File: src/design/wbps_pkg.sv
`default_nettype none
package wbps_pkg;

   localparam int MAX_PATTERN = 16;
   localparam int HIST_DEPTH  = 16;
   localparam int CHUNK_BYTES = 4096;
   localparam int CHUNK_LOG   = $clog2(CHUNK_BYTES);

   localparam int QUEUE_DEPTH = 4;
   localparam int QPTR_W      = $clog2(QUEUE_DEPTH);

   localparam int CSR_INDEX_W = 3;

   localparam logic [4:0]  RESET_PATTERN_LENGTH = 5'd1;
   localparam logic [15:0] RESET_MAX_MATCHES    = 16'd100;

   typedef enum logic [CSR_INDEX_W-1:0] {
      CSR_PATTERN_LOW    = 3'd0,
      CSR_PATTERN_HIGH   = 3'd1,
      CSR_WILDCARD_MASK  = 3'd2,
      CSR_PATTERN_LENGTH = 3'd3,
      CSR_MAX_MATCHES    = 3'd4,
      CSR_BASE_ADDRESS   = 3'd5
   } csr_index_type;

   typedef enum logic {
      BACK_FIRST   = 1'b0,
      BACK_SUMMARY = 1'b1
   } back_state_type;

   typedef struct packed {
      logic [63:0] pattern_low;
      logic [63:0] pattern_high;
      logic [15:0] wildcard_mask;
      logic [4:0]  pattern_length;
      logic [15:0] max_matches;
      logic [63:0] base_address;
   } cfg_type;

   // one queued request that produces results
   typedef struct packed {
      logic        hit;
      logic        is_final;
      logic [32:0] start_offset;   // signed offset of the match start
      logic [15:0] count;
   } entry_type;

endpackage
`default_nettype wire

File: src/design/wbps_req_if.sv
`default_nettype none
interface wbps_req_if;
   logic       valid;
   logic       ready;
   logic [7:0] data_byte;
   logic       readable;
   logic       final_byte;

   modport source (output valid, data_byte, readable, final_byte, input ready);
   modport sink   (input valid, data_byte, readable, final_byte, output ready);
endinterface
`default_nettype wire

File: src/design/wbps_rsp_if.sv
`default_nettype none
interface wbps_rsp_if;
   logic        valid;
   logic        ready;
   logic [63:0] match_address;
   logic [15:0] found_count;
   logic        is_summary;
   logic        last_of_run;

   modport source (output valid, match_address, found_count, is_summary, last_of_run,
                   input ready);
   modport sink   (input valid, match_address, found_count, is_summary, last_of_run,
                   output ready);
endinterface
`default_nettype wire

File: src/design/wbps_csr_if.sv
`default_nettype none
interface wbps_csr_if;
   logic                              valid;
   logic                              ready;
   logic [wbps_pkg::CSR_INDEX_W-1:0] index;
   logic [63:0]                       wdata;

   modport source (output valid, index, wdata, input ready);
   modport sink   (input valid, index, wdata, output ready);
endinterface
`default_nettype wire

File: src/design/wildcard_byte_pattern_scanner.sv
// the first result of a request goes through the result queue and then into the
//   result register of the back end, which loads when it is empty or being read
// throughput: one request per cycle while the queue is not full; a request with a match
//   and a final byte sends a match, then a summary, through the single result register
// the four-entry result queue absorbs result-side stalls while requests keep coming
// reset: synchronous, active high; registers return to their reset values, history fill,
//   offset, match count, queue and result register are cleared
`default_nettype none
module wildcard_byte_pattern_scanner (
   input  wire        clock,
   input  wire        reset,
   wbps_req_if.sink   req_chan,
   wbps_rsp_if.source rsp_chan,
   wbps_csr_if.sink   csr_chan
);

   // configuration registers
   wbps_pkg::cfg_type cfg_ff;

   // queue between scan front end and result back end
   logic                q_push;
   logic                q_full;
   logic                q_pop;
   logic                q_not_empty;
   wbps_pkg::entry_type q_entry;
   wbps_pkg::entry_type q_head;

   // register writes are always taken
   assign csr_chan.ready = 1'b1;

   always_ff @(posedge clock) begin
      if (reset) begin
         cfg_ff.pattern_low    <= 64'd0;
         cfg_ff.pattern_high   <= 64'd0;
         cfg_ff.wildcard_mask  <= 16'd0;
         cfg_ff.pattern_length <= wbps_pkg::RESET_PATTERN_LENGTH;
         cfg_ff.max_matches    <= wbps_pkg::RESET_MAX_MATCHES;
         cfg_ff.base_address   <= 64'd0;
      end else if (csr_chan.valid) begin
         // writes to unused indexes are dropped
         unique case (csr_chan.index)
            wbps_pkg::CSR_PATTERN_LOW:    cfg_ff.pattern_low    <= csr_chan.wdata;
            wbps_pkg::CSR_PATTERN_HIGH:   cfg_ff.pattern_high   <= csr_chan.wdata;
            wbps_pkg::CSR_WILDCARD_MASK:  cfg_ff.wildcard_mask  <= csr_chan.wdata[15:0];
            wbps_pkg::CSR_PATTERN_LENGTH: cfg_ff.pattern_length <= csr_chan.wdata[4:0];
            wbps_pkg::CSR_MAX_MATCHES:    cfg_ff.max_matches    <= csr_chan.wdata[15:0];
            wbps_pkg::CSR_BASE_ADDRESS:   cfg_ff.base_address   <= csr_chan.wdata;
            default: begin
            end
         endcase
      end
   end

   // front end: history shift, parallel compare, offset and match count
   wbps_front u_front (
      .clock      (clock),
      .reset      (reset),
      .in_valid   (req_chan.valid),
      .in_ready   (req_chan.ready),
      .data_byte  (req_chan.data_byte),
      .readable   (req_chan.readable),
      .final_byte (req_chan.final_byte),
      .cfg        (cfg_ff),
      .q_full     (q_full),
      .q_push     (q_push),
      .q_entry    (q_entry)
   );

   // only requests with a match or a final byte are queued
   wbps_queue u_queue (
      .clock      (clock),
      .reset      (reset),
      .push       (q_push),
      .push_entry (q_entry),
      .full       (q_full),
      .pop        (q_pop),
      .not_empty  (q_not_empty),
      .head       (q_head)
   );

   // back end: address add and result sequencing into the output register
   wbps_back u_back (
      .clock         (clock),
      .reset         (reset),
      .q_not_empty   (q_not_empty),
      .q_head        (q_head),
      .q_pop         (q_pop),
      .base_address  (cfg_ff.base_address),
      .out_valid     (rsp_chan.valid),
      .out_ready     (rsp_chan.ready),
      .match_address (rsp_chan.match_address),
      .found_count   (rsp_chan.found_count),
      .is_summary    (rsp_chan.is_summary),
      .last_of_run   (rsp_chan.last_of_run)
   );

   // the queue never takes an entry while full
   assert property (@(posedge clock) disable iff (reset) q_push |-> !q_full)
      else $error("queue push while full");

   // the queue is never popped while empty
   assert property (@(posedge clock) disable iff (reset) q_pop |-> q_not_empty)
      else $error("queue pop while empty");

   // a summary always closes the run
   assert property (@(posedge clock) disable iff (reset)
      rsp_chan.valid && rsp_chan.is_summary |-> rsp_chan.last_of_run)
      else $error("summary not marked last");

   // a match that is not last is followed directly by its summary
   assert property (@(posedge clock) disable iff (reset)
      rsp_chan.valid && rsp_chan.ready && !rsp_chan.is_summary && !rsp_chan.last_of_run
      |=> rsp_chan.valid && rsp_chan.is_summary)
      else $error("missing summary after final match");

endmodule
`default_nettype wire

File: src/design/wbps_front.sv
`default_nettype none
module wbps_front (
   input  wire                  clock,
   input  wire                  reset,
   input  wire                  in_valid,
   output logic                 in_ready,
   input  wire [7:0]            data_byte,
   input  wire                  readable,
   input  wire                  final_byte,
   input  wire wbps_pkg::cfg_type cfg,
   input  wire                  q_full,
   output logic                 q_push,
   output wbps_pkg::entry_type  q_entry
);

   logic [wbps_pkg::HIST_DEPTH-1:0][7:0] hist_ff, hist_in;
   logic [wbps_pkg::HIST_DEPTH-1:0][7:0] hist_shift;
   logic [wbps_pkg::HIST_DEPTH-1:0][7:0] pat_bytes;
   logic [4:0]  fill_ff, fill_in;
   logic [31:0] offset_ff, offset_in;
   logic [15:0] total_ff, total_in;

   logic        accept;
   logic        active;
   logic [4:0]  fill_base;
   logic [4:0]  fill_new;
   logic [4:0]  len;
   logic [3:0]  len_m1;
   logic        bytes_ok;
   logic        hit;

   assign in_ready = !q_full;
   assign accept   = in_valid && !q_full;
   assign active   = total_ff < cfg.max_matches;

   // chunk boundary restarts the history
   assign fill_base = (offset_ff[wbps_pkg::CHUNK_LOG-1:0] == '0) ? 5'd0 : fill_ff;
   assign fill_new  = (fill_base < 5'(wbps_pkg::HIST_DEPTH)) ? fill_base + 5'd1
                                                             : 5'(wbps_pkg::HIST_DEPTH);

   always_comb begin
      if (cfg.pattern_length == 5'd0) begin
         len = 5'd1;
      end else if (cfg.pattern_length > 5'(wbps_pkg::MAX_PATTERN)) begin
         len = 5'(wbps_pkg::MAX_PATTERN);
      end else begin
         len = cfg.pattern_length;
      end
   end
   assign len_m1 = 4'(len - 5'd1);

   assign hist_shift = {hist_ff[wbps_pkg::HIST_DEPTH-2:0], data_byte};
   assign pat_bytes  = {cfg.pattern_high, cfg.pattern_low};

   // all pattern positions compared in parallel
   always_comb begin
      bytes_ok = 1'b1;
      for (int j = 0; j < wbps_pkg::HIST_DEPTH; j++) begin
         if ((5'(j) < len) && !cfg.wildcard_mask[j] &&
             (hist_shift[len_m1 - 4'(j)] != pat_bytes[j])) begin
            bytes_ok = 1'b0;
         end
      end
   end

   assign hit = active && readable && (fill_new >= len) && bytes_ok;

   always_comb begin
      hist_in   = hist_ff;
      fill_in   = fill_ff;
      offset_in = offset_ff;
      total_in  = total_ff;
      if (accept) begin
         offset_in = offset_ff + 32'd1;
         if (active) begin
            hist_in = hist_shift;
            if (!readable || hit) begin
               fill_in = 5'd0;
            end else begin
               fill_in = fill_new;
            end
            if (hit) begin
               total_in = total_ff + 16'd1;
            end
         end
         if (final_byte) begin
            offset_in = 32'd0;
            fill_in   = 5'd0;
            total_in  = 16'd0;
         end
      end
   end

   assign q_push                = accept && (hit || final_byte);
   assign q_entry.hit           = hit;
   assign q_entry.is_final      = final_byte;
   assign q_entry.start_offset  = {1'b0, offset_ff} - {29'd0, len_m1};
   assign q_entry.count         = hit ? total_ff + 16'd1 : total_ff;

   always_ff @(posedge clock) begin
      hist_ff <= hist_in;
      if (reset) begin
         fill_ff   <= 5'd0;
         offset_ff <= 32'd0;
         total_ff  <= 16'd0;
      end else begin
         fill_ff   <= fill_in;
         offset_ff <= offset_in;
         total_ff  <= total_in;
      end
   end

endmodule
`default_nettype wire

File: src/design/wbps_queue.sv
`default_nettype none
module wbps_queue (
   input  wire                  clock,
   input  wire                  reset,
   input  wire                  push,
   input  wire wbps_pkg::entry_type push_entry,
   output logic                 full,
   input  wire                  pop,
   output logic                 not_empty,
   output wbps_pkg::entry_type  head
);

   wbps_pkg::entry_type slots_ff [wbps_pkg::QUEUE_DEPTH];
   logic [wbps_pkg::QPTR_W-1:0] wr_ptr_ff, rd_ptr_ff;
   logic [wbps_pkg::QPTR_W:0]   count_ff, count_in;

   assign full      = count_ff == (wbps_pkg::QPTR_W+1)'(wbps_pkg::QUEUE_DEPTH);
   assign not_empty = count_ff != '0;
   assign head      = slots_ff[rd_ptr_ff];

   always_comb begin
      count_in = count_ff;
      if (push && !pop) begin
         count_in = count_ff + 1'b1;
      end else if (pop && !push) begin
         count_in = count_ff - 1'b1;
      end
   end

   always_ff @(posedge clock) begin
      if (push) begin
         slots_ff[wr_ptr_ff] <= push_entry;
      end
      if (reset) begin
         wr_ptr_ff <= '0;
         rd_ptr_ff <= '0;
         count_ff  <= '0;
      end else begin
         if (push) begin
            wr_ptr_ff <= wr_ptr_ff + 1'b1;
         end
         if (pop) begin
            rd_ptr_ff <= rd_ptr_ff + 1'b1;
         end
         count_ff <= count_in;
      end
   end

endmodule
`default_nettype wire

File: src/design/wbps_back.sv
`default_nettype none
module wbps_back (
   input  wire                  clock,
   input  wire                  reset,
   input  wire                  q_not_empty,
   input  wire wbps_pkg::entry_type q_head,
   output logic                 q_pop,
   input  wire [63:0]           base_address,
   output logic                 out_valid,
   input  wire                  out_ready,
   output logic [63:0]          match_address,
   output logic [15:0]          found_count,
   output logic                 is_summary,
   output logic                 last_of_run
);

   wbps_pkg::back_state_type state_ff, state_in, state_next;
   logic        valid_ff, valid_in;
   logic [63:0] addr_ff, addr_in, addr_next;
   logic [15:0] count_ff;
   logic        summary_ff, summary_next;
   logic        last_ff, last_next;
   logic        pop_next;
   logic        load;
   logic        take;

   assign load = !valid_ff || out_ready;
   assign take = load && q_not_empty;

   always_comb begin
      state_next   = wbps_pkg::BACK_FIRST;
      addr_next    = 64'd0;
      summary_next = 1'b1;
      last_next    = 1'b1;
      pop_next     = 1'b1;
      unique case (state_ff)
         wbps_pkg::BACK_FIRST: begin
            if (q_head.hit) begin
               addr_next    = base_address + {{31{q_head.start_offset[32]}},
                                              q_head.start_offset};
               summary_next = 1'b0;
               last_next    = !q_head.is_final;
               pop_next     = !q_head.is_final;
               state_next   = q_head.is_final ? wbps_pkg::BACK_SUMMARY
                                              : wbps_pkg::BACK_FIRST;
            end
         end
         wbps_pkg::BACK_SUMMARY: begin
            state_next = wbps_pkg::BACK_FIRST;
         end
         default: begin
            state_next = wbps_pkg::BACK_FIRST;
         end
      endcase

      state_in = take ? state_next : state_ff;
      valid_in = take ? 1'b1 : (out_ready ? 1'b0 : valid_ff);
      addr_in  = addr_next;
      q_pop    = take && pop_next;
   end

   always_ff @(posedge clock) begin
      if (take) begin
         addr_ff    <= addr_in;
         count_ff   <= q_head.count;
         summary_ff <= summary_next;
         last_ff    <= last_next;
      end
      if (reset) begin
         state_ff <= wbps_pkg::BACK_FIRST;
         valid_ff <= 1'b0;
      end else begin
         state_ff <= state_in;
         valid_ff <= valid_in;
      end
   end

   assign out_valid     = valid_ff;
   assign match_address = addr_ff;
   assign found_count   = count_ff;
   assign is_summary    = summary_ff;
   assign last_of_run   = last_ff;

endmodule
`default_nettype wire
File: src/flat_wrapper.sv
// flat-port wrapper written by rule: the top's interface ports become plain ports
module wildcard_byte_pattern_scanner_flat 
  (clock, reset, req_chan_valid, req_chan_data_byte, req_chan_readable, req_chan_final_byte, req_chan_ready, rsp_chan_valid, rsp_chan_match_address, rsp_chan_found_count, rsp_chan_is_summary, rsp_chan_last_of_run, rsp_chan_ready, csr_chan_valid, csr_chan_index, csr_chan_wdata, csr_chan_ready);
  wbps_req_if req_chan_i ();
  wbps_rsp_if rsp_chan_i ();
  wbps_csr_if csr_chan_i ();
  input  wire clock;
  input  wire reset;
  input wire logic [$bits(req_chan_i.valid)-1:0] req_chan_valid;
  input wire logic [$bits(req_chan_i.data_byte)-1:0] req_chan_data_byte;
  input wire logic [$bits(req_chan_i.readable)-1:0] req_chan_readable;
  input wire logic [$bits(req_chan_i.final_byte)-1:0] req_chan_final_byte;
  output wire logic [$bits(req_chan_i.ready)-1:0] req_chan_ready;
  output wire logic [$bits(rsp_chan_i.valid)-1:0] rsp_chan_valid;
  output wire logic [$bits(rsp_chan_i.match_address)-1:0] rsp_chan_match_address;
  output wire logic [$bits(rsp_chan_i.found_count)-1:0] rsp_chan_found_count;
  output wire logic [$bits(rsp_chan_i.is_summary)-1:0] rsp_chan_is_summary;
  output wire logic [$bits(rsp_chan_i.last_of_run)-1:0] rsp_chan_last_of_run;
  input wire logic [$bits(rsp_chan_i.ready)-1:0] rsp_chan_ready;
  input wire logic [$bits(csr_chan_i.valid)-1:0] csr_chan_valid;
  input wire logic [$bits(csr_chan_i.index)-1:0] csr_chan_index;
  input wire logic [$bits(csr_chan_i.wdata)-1:0] csr_chan_wdata;
  output wire logic [$bits(csr_chan_i.ready)-1:0] csr_chan_ready;
  assign req_chan_i.valid = req_chan_valid;
  assign req_chan_i.data_byte = req_chan_data_byte;
  assign req_chan_i.readable = req_chan_readable;
  assign req_chan_i.final_byte = req_chan_final_byte;
  assign req_chan_ready = req_chan_i.ready;
  assign rsp_chan_valid = rsp_chan_i.valid;
  assign rsp_chan_match_address = rsp_chan_i.match_address;
  assign rsp_chan_found_count = rsp_chan_i.found_count;
  assign rsp_chan_is_summary = rsp_chan_i.is_summary;
  assign rsp_chan_last_of_run = rsp_chan_i.last_of_run;
  assign rsp_chan_i.ready = rsp_chan_ready;
  assign csr_chan_i.valid = csr_chan_valid;
  assign csr_chan_i.index = csr_chan_index;
  assign csr_chan_i.wdata = csr_chan_wdata;
  assign csr_chan_ready = csr_chan_i.ready;
  wildcard_byte_pattern_scanner u_core (.clock(clock), .reset(reset), .req_chan(req_chan_i), .rsp_chan(rsp_chan_i), .csr_chan(csr_chan_i));
endmodule
File: config.mk
export PLATFORM = sky130hd
export DESIGN_NAME = wildcard_byte_pattern_scanner_flat
export DESIGN_NICKNAME = d
export VERILOG_FILES = /design/src/design/wbps_pkg.sv /design/src/design/wbps_req_if.sv /design/src/design/wbps_rsp_if.sv /design/src/design/wbps_csr_if.sv /design/src/design/wildcard_byte_pattern_scanner.sv /design/src/design/wbps_front.sv /design/src/design/wbps_queue.sv /design/src/design/wbps_back.sv /design/src/flat_wrapper.sv
export SDC_FILE = /design/constraint.sdc
export NUM_CORES = 2
export LEC_CHECK = 0
export ABC_AREA = 1
export BUFFER_PORTS_ARGS = -buffer_cell sky130_fd_sc_hd__buf_2
export CAP_MARGIN = 25
export CORE_UTILIZATION = 25
export DETAILED_ROUTE_END_ITERATION = 16
export GPL_ROUTABILITY_DRIVEN = 1
export SYNTH_ARGS = -nofsm -noshare
export SYNTH_HDL_FRONTEND = slang
export SYNTH_HIERARCHICAL = 1
export SYNTH_SLANG_ARGS = --single-unit
File: constraint.sdc
create_clock -name clock -period 7.74 [get_ports clock]
set_input_delay 1.161 -clock clock [delete_from_list [all_inputs] [get_ports clock]]
set_output_delay 1.161 -clock clock [all_outputs]
set_load 0.02 [all_outputs]
==> impl_metrics.tcl <==
set metrics [dict create \
    critPathKind "reg -> reg" \
    die_area_sq_um 178000 \
    finalWirelength_mm 163 \
    worstPathMaxFanout 34 \
    seq_area_sq_um 18100 \
    synthCells 6306 \
    vdd_drop_max_uv 163 \
    nNetsFinal 6522 \
    async_flop_share_pct 0 \
    end_kind "flop" \
    crit_top_cell "nand2_1" \
    setup_tns_ns 0 \
    drt_iter0_drc 4680 \
    final_max_slew_viol_count 0 \
    ys.flop_type "edfxtp_1" \
    synth.avg_cell_area_sq_um 6.98 \
    hp-class "reg -> reg" \
    via_per_inst 4.85 \
    cts_buffers 81 \
    drive_above_1_share_pct 8.36 \
    synth_compound_area_share_pct 4.92 \
    synth-edff-count 406 \
    utilization_pct 28.4 \
    core_area_sq_um 174000 \
    multi_input_area_sq_um 21700 \
    p_total_w 0.0142 \
    clkTransAtPathRegs_ns 0.06 \
    cp.arrival_ns 6.96 \
    cts_tree "built" \
    hold_buffers 0 \
    worst_pin_slew_ns 1.09 \
    drtPass1Iterations 9 \
    layout_commonest_cell "nand2_1" \
    num_rows 153 \
    port_buffers 165 \
    synth_area_sq_um 44000 \
    die_h_microns 422 \
    synth_top_family_by_area "simple AND/OR/NAND/NOR gates" \
    slowest_stage "inv_1" \
    diodes 0 \
    critical-path-top-delay-family "simple AND/OR/NAND/NOR gates" \
    h-tree-depth 3 \
    yosys.area_share.simple_pct 40.5 \
    critPathLaunchType "flop" \
    antenna_found_initial 13 \
    max_freq_mhz 152 \
    cts.path.max_buffers 3 \
    area_delta_synth_final_pct 12.5 \
    route.detailed.drc 0 \
    grt_max_degree 93 \
    vias 42300 \
    path_buf_inv 8 \
    post-dp-hpwl_mm 124 \
    synth_fp_nets 6494 \
    max_cap_viol_count 0 \
    outcome "finished clean" \
    boundaryPins 167 \
    synth-seq-cells 699 \
    wire_per_inst_microns 18.7 \
    cp_data_required_time_ns 8.11 \
    grt_usage_pct 17.7 \
    p_per_area_nw_per_um2 287 \
    clkSinkCount 699 \
    leakagePower_nw 22.2 \
    final_cell_mix "1714 x nand2_1, 1208 x nand3_1, 800 x nor2_1, 716 x inv_1, 406 x edfxtp_1" \
    hold_viol_final 0 \
    grt_pass1_vias 38600 \
    yosysWarnings 6 \
    setup-violations-final 0 \
    synthAdderAreaFrac_pct 3.06 \
    nFillCells 19000 \
    insertion_delay_ns 0.70 \
    grt_pass1_wl_mm 242 \
    max_stage_delay_ns 0.81 \
    yosys-mux-area-fraction_pct 0 \
    skew_ns 0.0269 \
    relSlewSlack_pct 27.2 \
    die_width_microns 422 \
    drtAntennaViolNets 0 \
    cts_root_buf "clkbuf_16" \
    gp_congestion 1.01 \
    seq_area_frac_synth_pct 41.0 \
    period_share_pct 85.1 \
    synth.distinct_cells 61 \
    synth_xor_area_share_pct 0.790 \
    post_cts_resized 0 \
    grt-ovfl-total 0 \
    rsz0062_at_grt "no" \
    post-cts-setup-buffer-count 0 \
    initial_core_util_pct 25.2 \
    timing.final.crit_period_ns 6.59 \
]
==> cell usage after synthesis, types with 4 or more instances <==
| cell type | instances | area share (%) |
|---|---|---|
| a21oi_1 | 150 | 1.7 |
| a311oi_1 | 4 | 0.080 |
| and2_1 | 23 | 0.33 |
| and3_1 | 8 | 0.11 |
| buf_1 | 38 | 0.32 |
| buf_2 | 82 | 0.93 |
| buf_4 | 38 | 0.65 |
| buf_6 | 31 | 0.79 |
| clkbuf_1 | 80 | 0.68 |
| clkinv_1 | 4 | 0.034 |
| dfxtp_1 | 293 | 13 |
| edfxtp_1 | 406 | 28 |
| ha_1 | 103 | 2.9 |
| inv_1 | 723 | 6.2 |
| inv_2 | 13 | 0.11 |
| nand2_1 | 1715 | 15 |
| nand2_2 | 74 | 1.1 |
| nand2_4 | 4 | 0.10 |
| nand3_1 | 1208 | 14 |
| nand3_2 | 21 | 0.48 |
| nand3b_1 | 63 | 1.1 |
| nand4_1 | 25 | 0.36 |
| nor2_1 | 803 | 6.8 |
| nor2_2 | 32 | 0.45 |
| nor2_4 | 15 | 0.38 |
| nor3_1 | 35 | 0.40 |
| nor3_2 | 4 | 0.091 |
| nor4_1 | 12 | 0.17 |
| o21a_1 | 4 | 0.068 |
| o21ai_0 | 101 | 1.1 |
| o21ai_1 | 63 | 0.72 |
| o21bai_1 | 6 | 0.10 |
| o22ai_1 | 51 | 0.72 |
| xnor2_1 | 6 | 0.12 |
| xor2_1 | 30 | 0.60 |
==> sequential cells by signal, summed over array words and instances, names as in the netlist, named ones only <==
signal,count
u_core/u_back/out_valid,1
u_core/u_queue/count_ff,3
u_core/u_back/is_summary,1
u_core/u_queue/wr_ptr_ff,2
u_core/u_front/fill_ff,5
u_core/u_queue/rd_ptr_ff,2
u_core/u_queue/slots_ff,204
u_core/u_back/found_count,16
u_core/cfg_ff,229
u_core/u_front/hist_ff,120
u_core/u_back/state_ff,1
u_core/u_front/offset_ff,32
u_core/u_front/total_ff,16
u_core/u_back/last_of_run,1
u_core/u_back/match_address,64
==> per-stage QoR <==
| step | setup WS [ns] | cells | cell area [sq um] | hold slack, ns |
|---|---|---|---|---|
| 3_3_place_gp | 1.43 | 8573 | 46800 | 0.429 |
| 5_1_grt | 0.674 | 8725 | 49500 | 0.457 |
| 4_1_cts | 1.27 | 8722 | 49400 | 0.442 |
| 3_5_place_dp | 1.27 | 8573 | 46800 | 0.432 |
| 6_report | 1.15 | 8725 | 49500 | 0.445 |
| 2_1_floorplan | 0.360 | 6306 | 44000 | 0.412 |
==> where the power goes <==
group,internal (W),switching (W),total (W)
sequential,0.00466,0.000246,0.00491
combinational,0.00147,0.00392,0.00539
clock,0.00225,0.00166,0.00391
total,0.00838,0.00583,0.0142
==> metal layers <==
| metal | vias to the layer above | track usage, % | wire length, microns |
|---|---|---|---|
| met5 | - | 0 | 46 |
| met4 | 8 | 7.13 | 6470 |
| met3 | 282 | 2.50 | 11200 |
| met2 | 1633 | 29.4 | 76500 |
| met1 | 19800 | 22.9 | 68800 |
| li1 | 20600 | - | - |
==> layout make-up <==
| class | instances | area share [%] |
|---|---|---|
| Multi-Input combinational cell | 4595 | 43.9 |
| Sequential cell | 699 | 36.5 |
| Tap cell | 2325 | 5.88 |
| Inverter | 741 | 5.64 |
| Clock buffer | 112 | 4.69 |
| Timing Repair Buffer | 216 | 2.67 |
| Clock inverter | 37 | 0.735 |
==> worst paths after layout <==
path | slack [ns] | endpoint | depth (start not counted) | startpoint
worst max-delay path | 1.15 | u_core/u_queue/slots_ff[1][35]$_DFFE_PP_ | 30 | u_core/cfg_ff[84]$_SDFFE_PP0P_
worst min-delay path | 0.44 | u_core/u_queue/rd_ptr_ff[1]$_SDFFE_PP0P_ | 1 | u_core/u_queue/rd_ptr_ff[1]$_SDFFE_PP0P_
worst max register to register | 1.15 | u_core/u_queue/slots_ff[1][35]$_DFFE_PP_ | 30 | u_core/cfg_ff[84]$_SDFFE_PP0P_
worst min register to register | 0.44 | u_core/u_queue/rd_ptr_ff[1]$_SDFFE_PP0P_ | 1 | u_core/u_queue/rd_ptr_ff[1]$_SDFFE_PP0P_
==> kinds of logic (layout without fill, tap and decap cells) <==
group	count (synthesis)	count (layout)
simple gates	4052	4052
compound gates	398	398
xor+xnor	38	38
other cells	1	1
fa+ha+maj	106	106
flops	699	699
buf+inv	1012	1106
(Power assumes the default switching activity.)
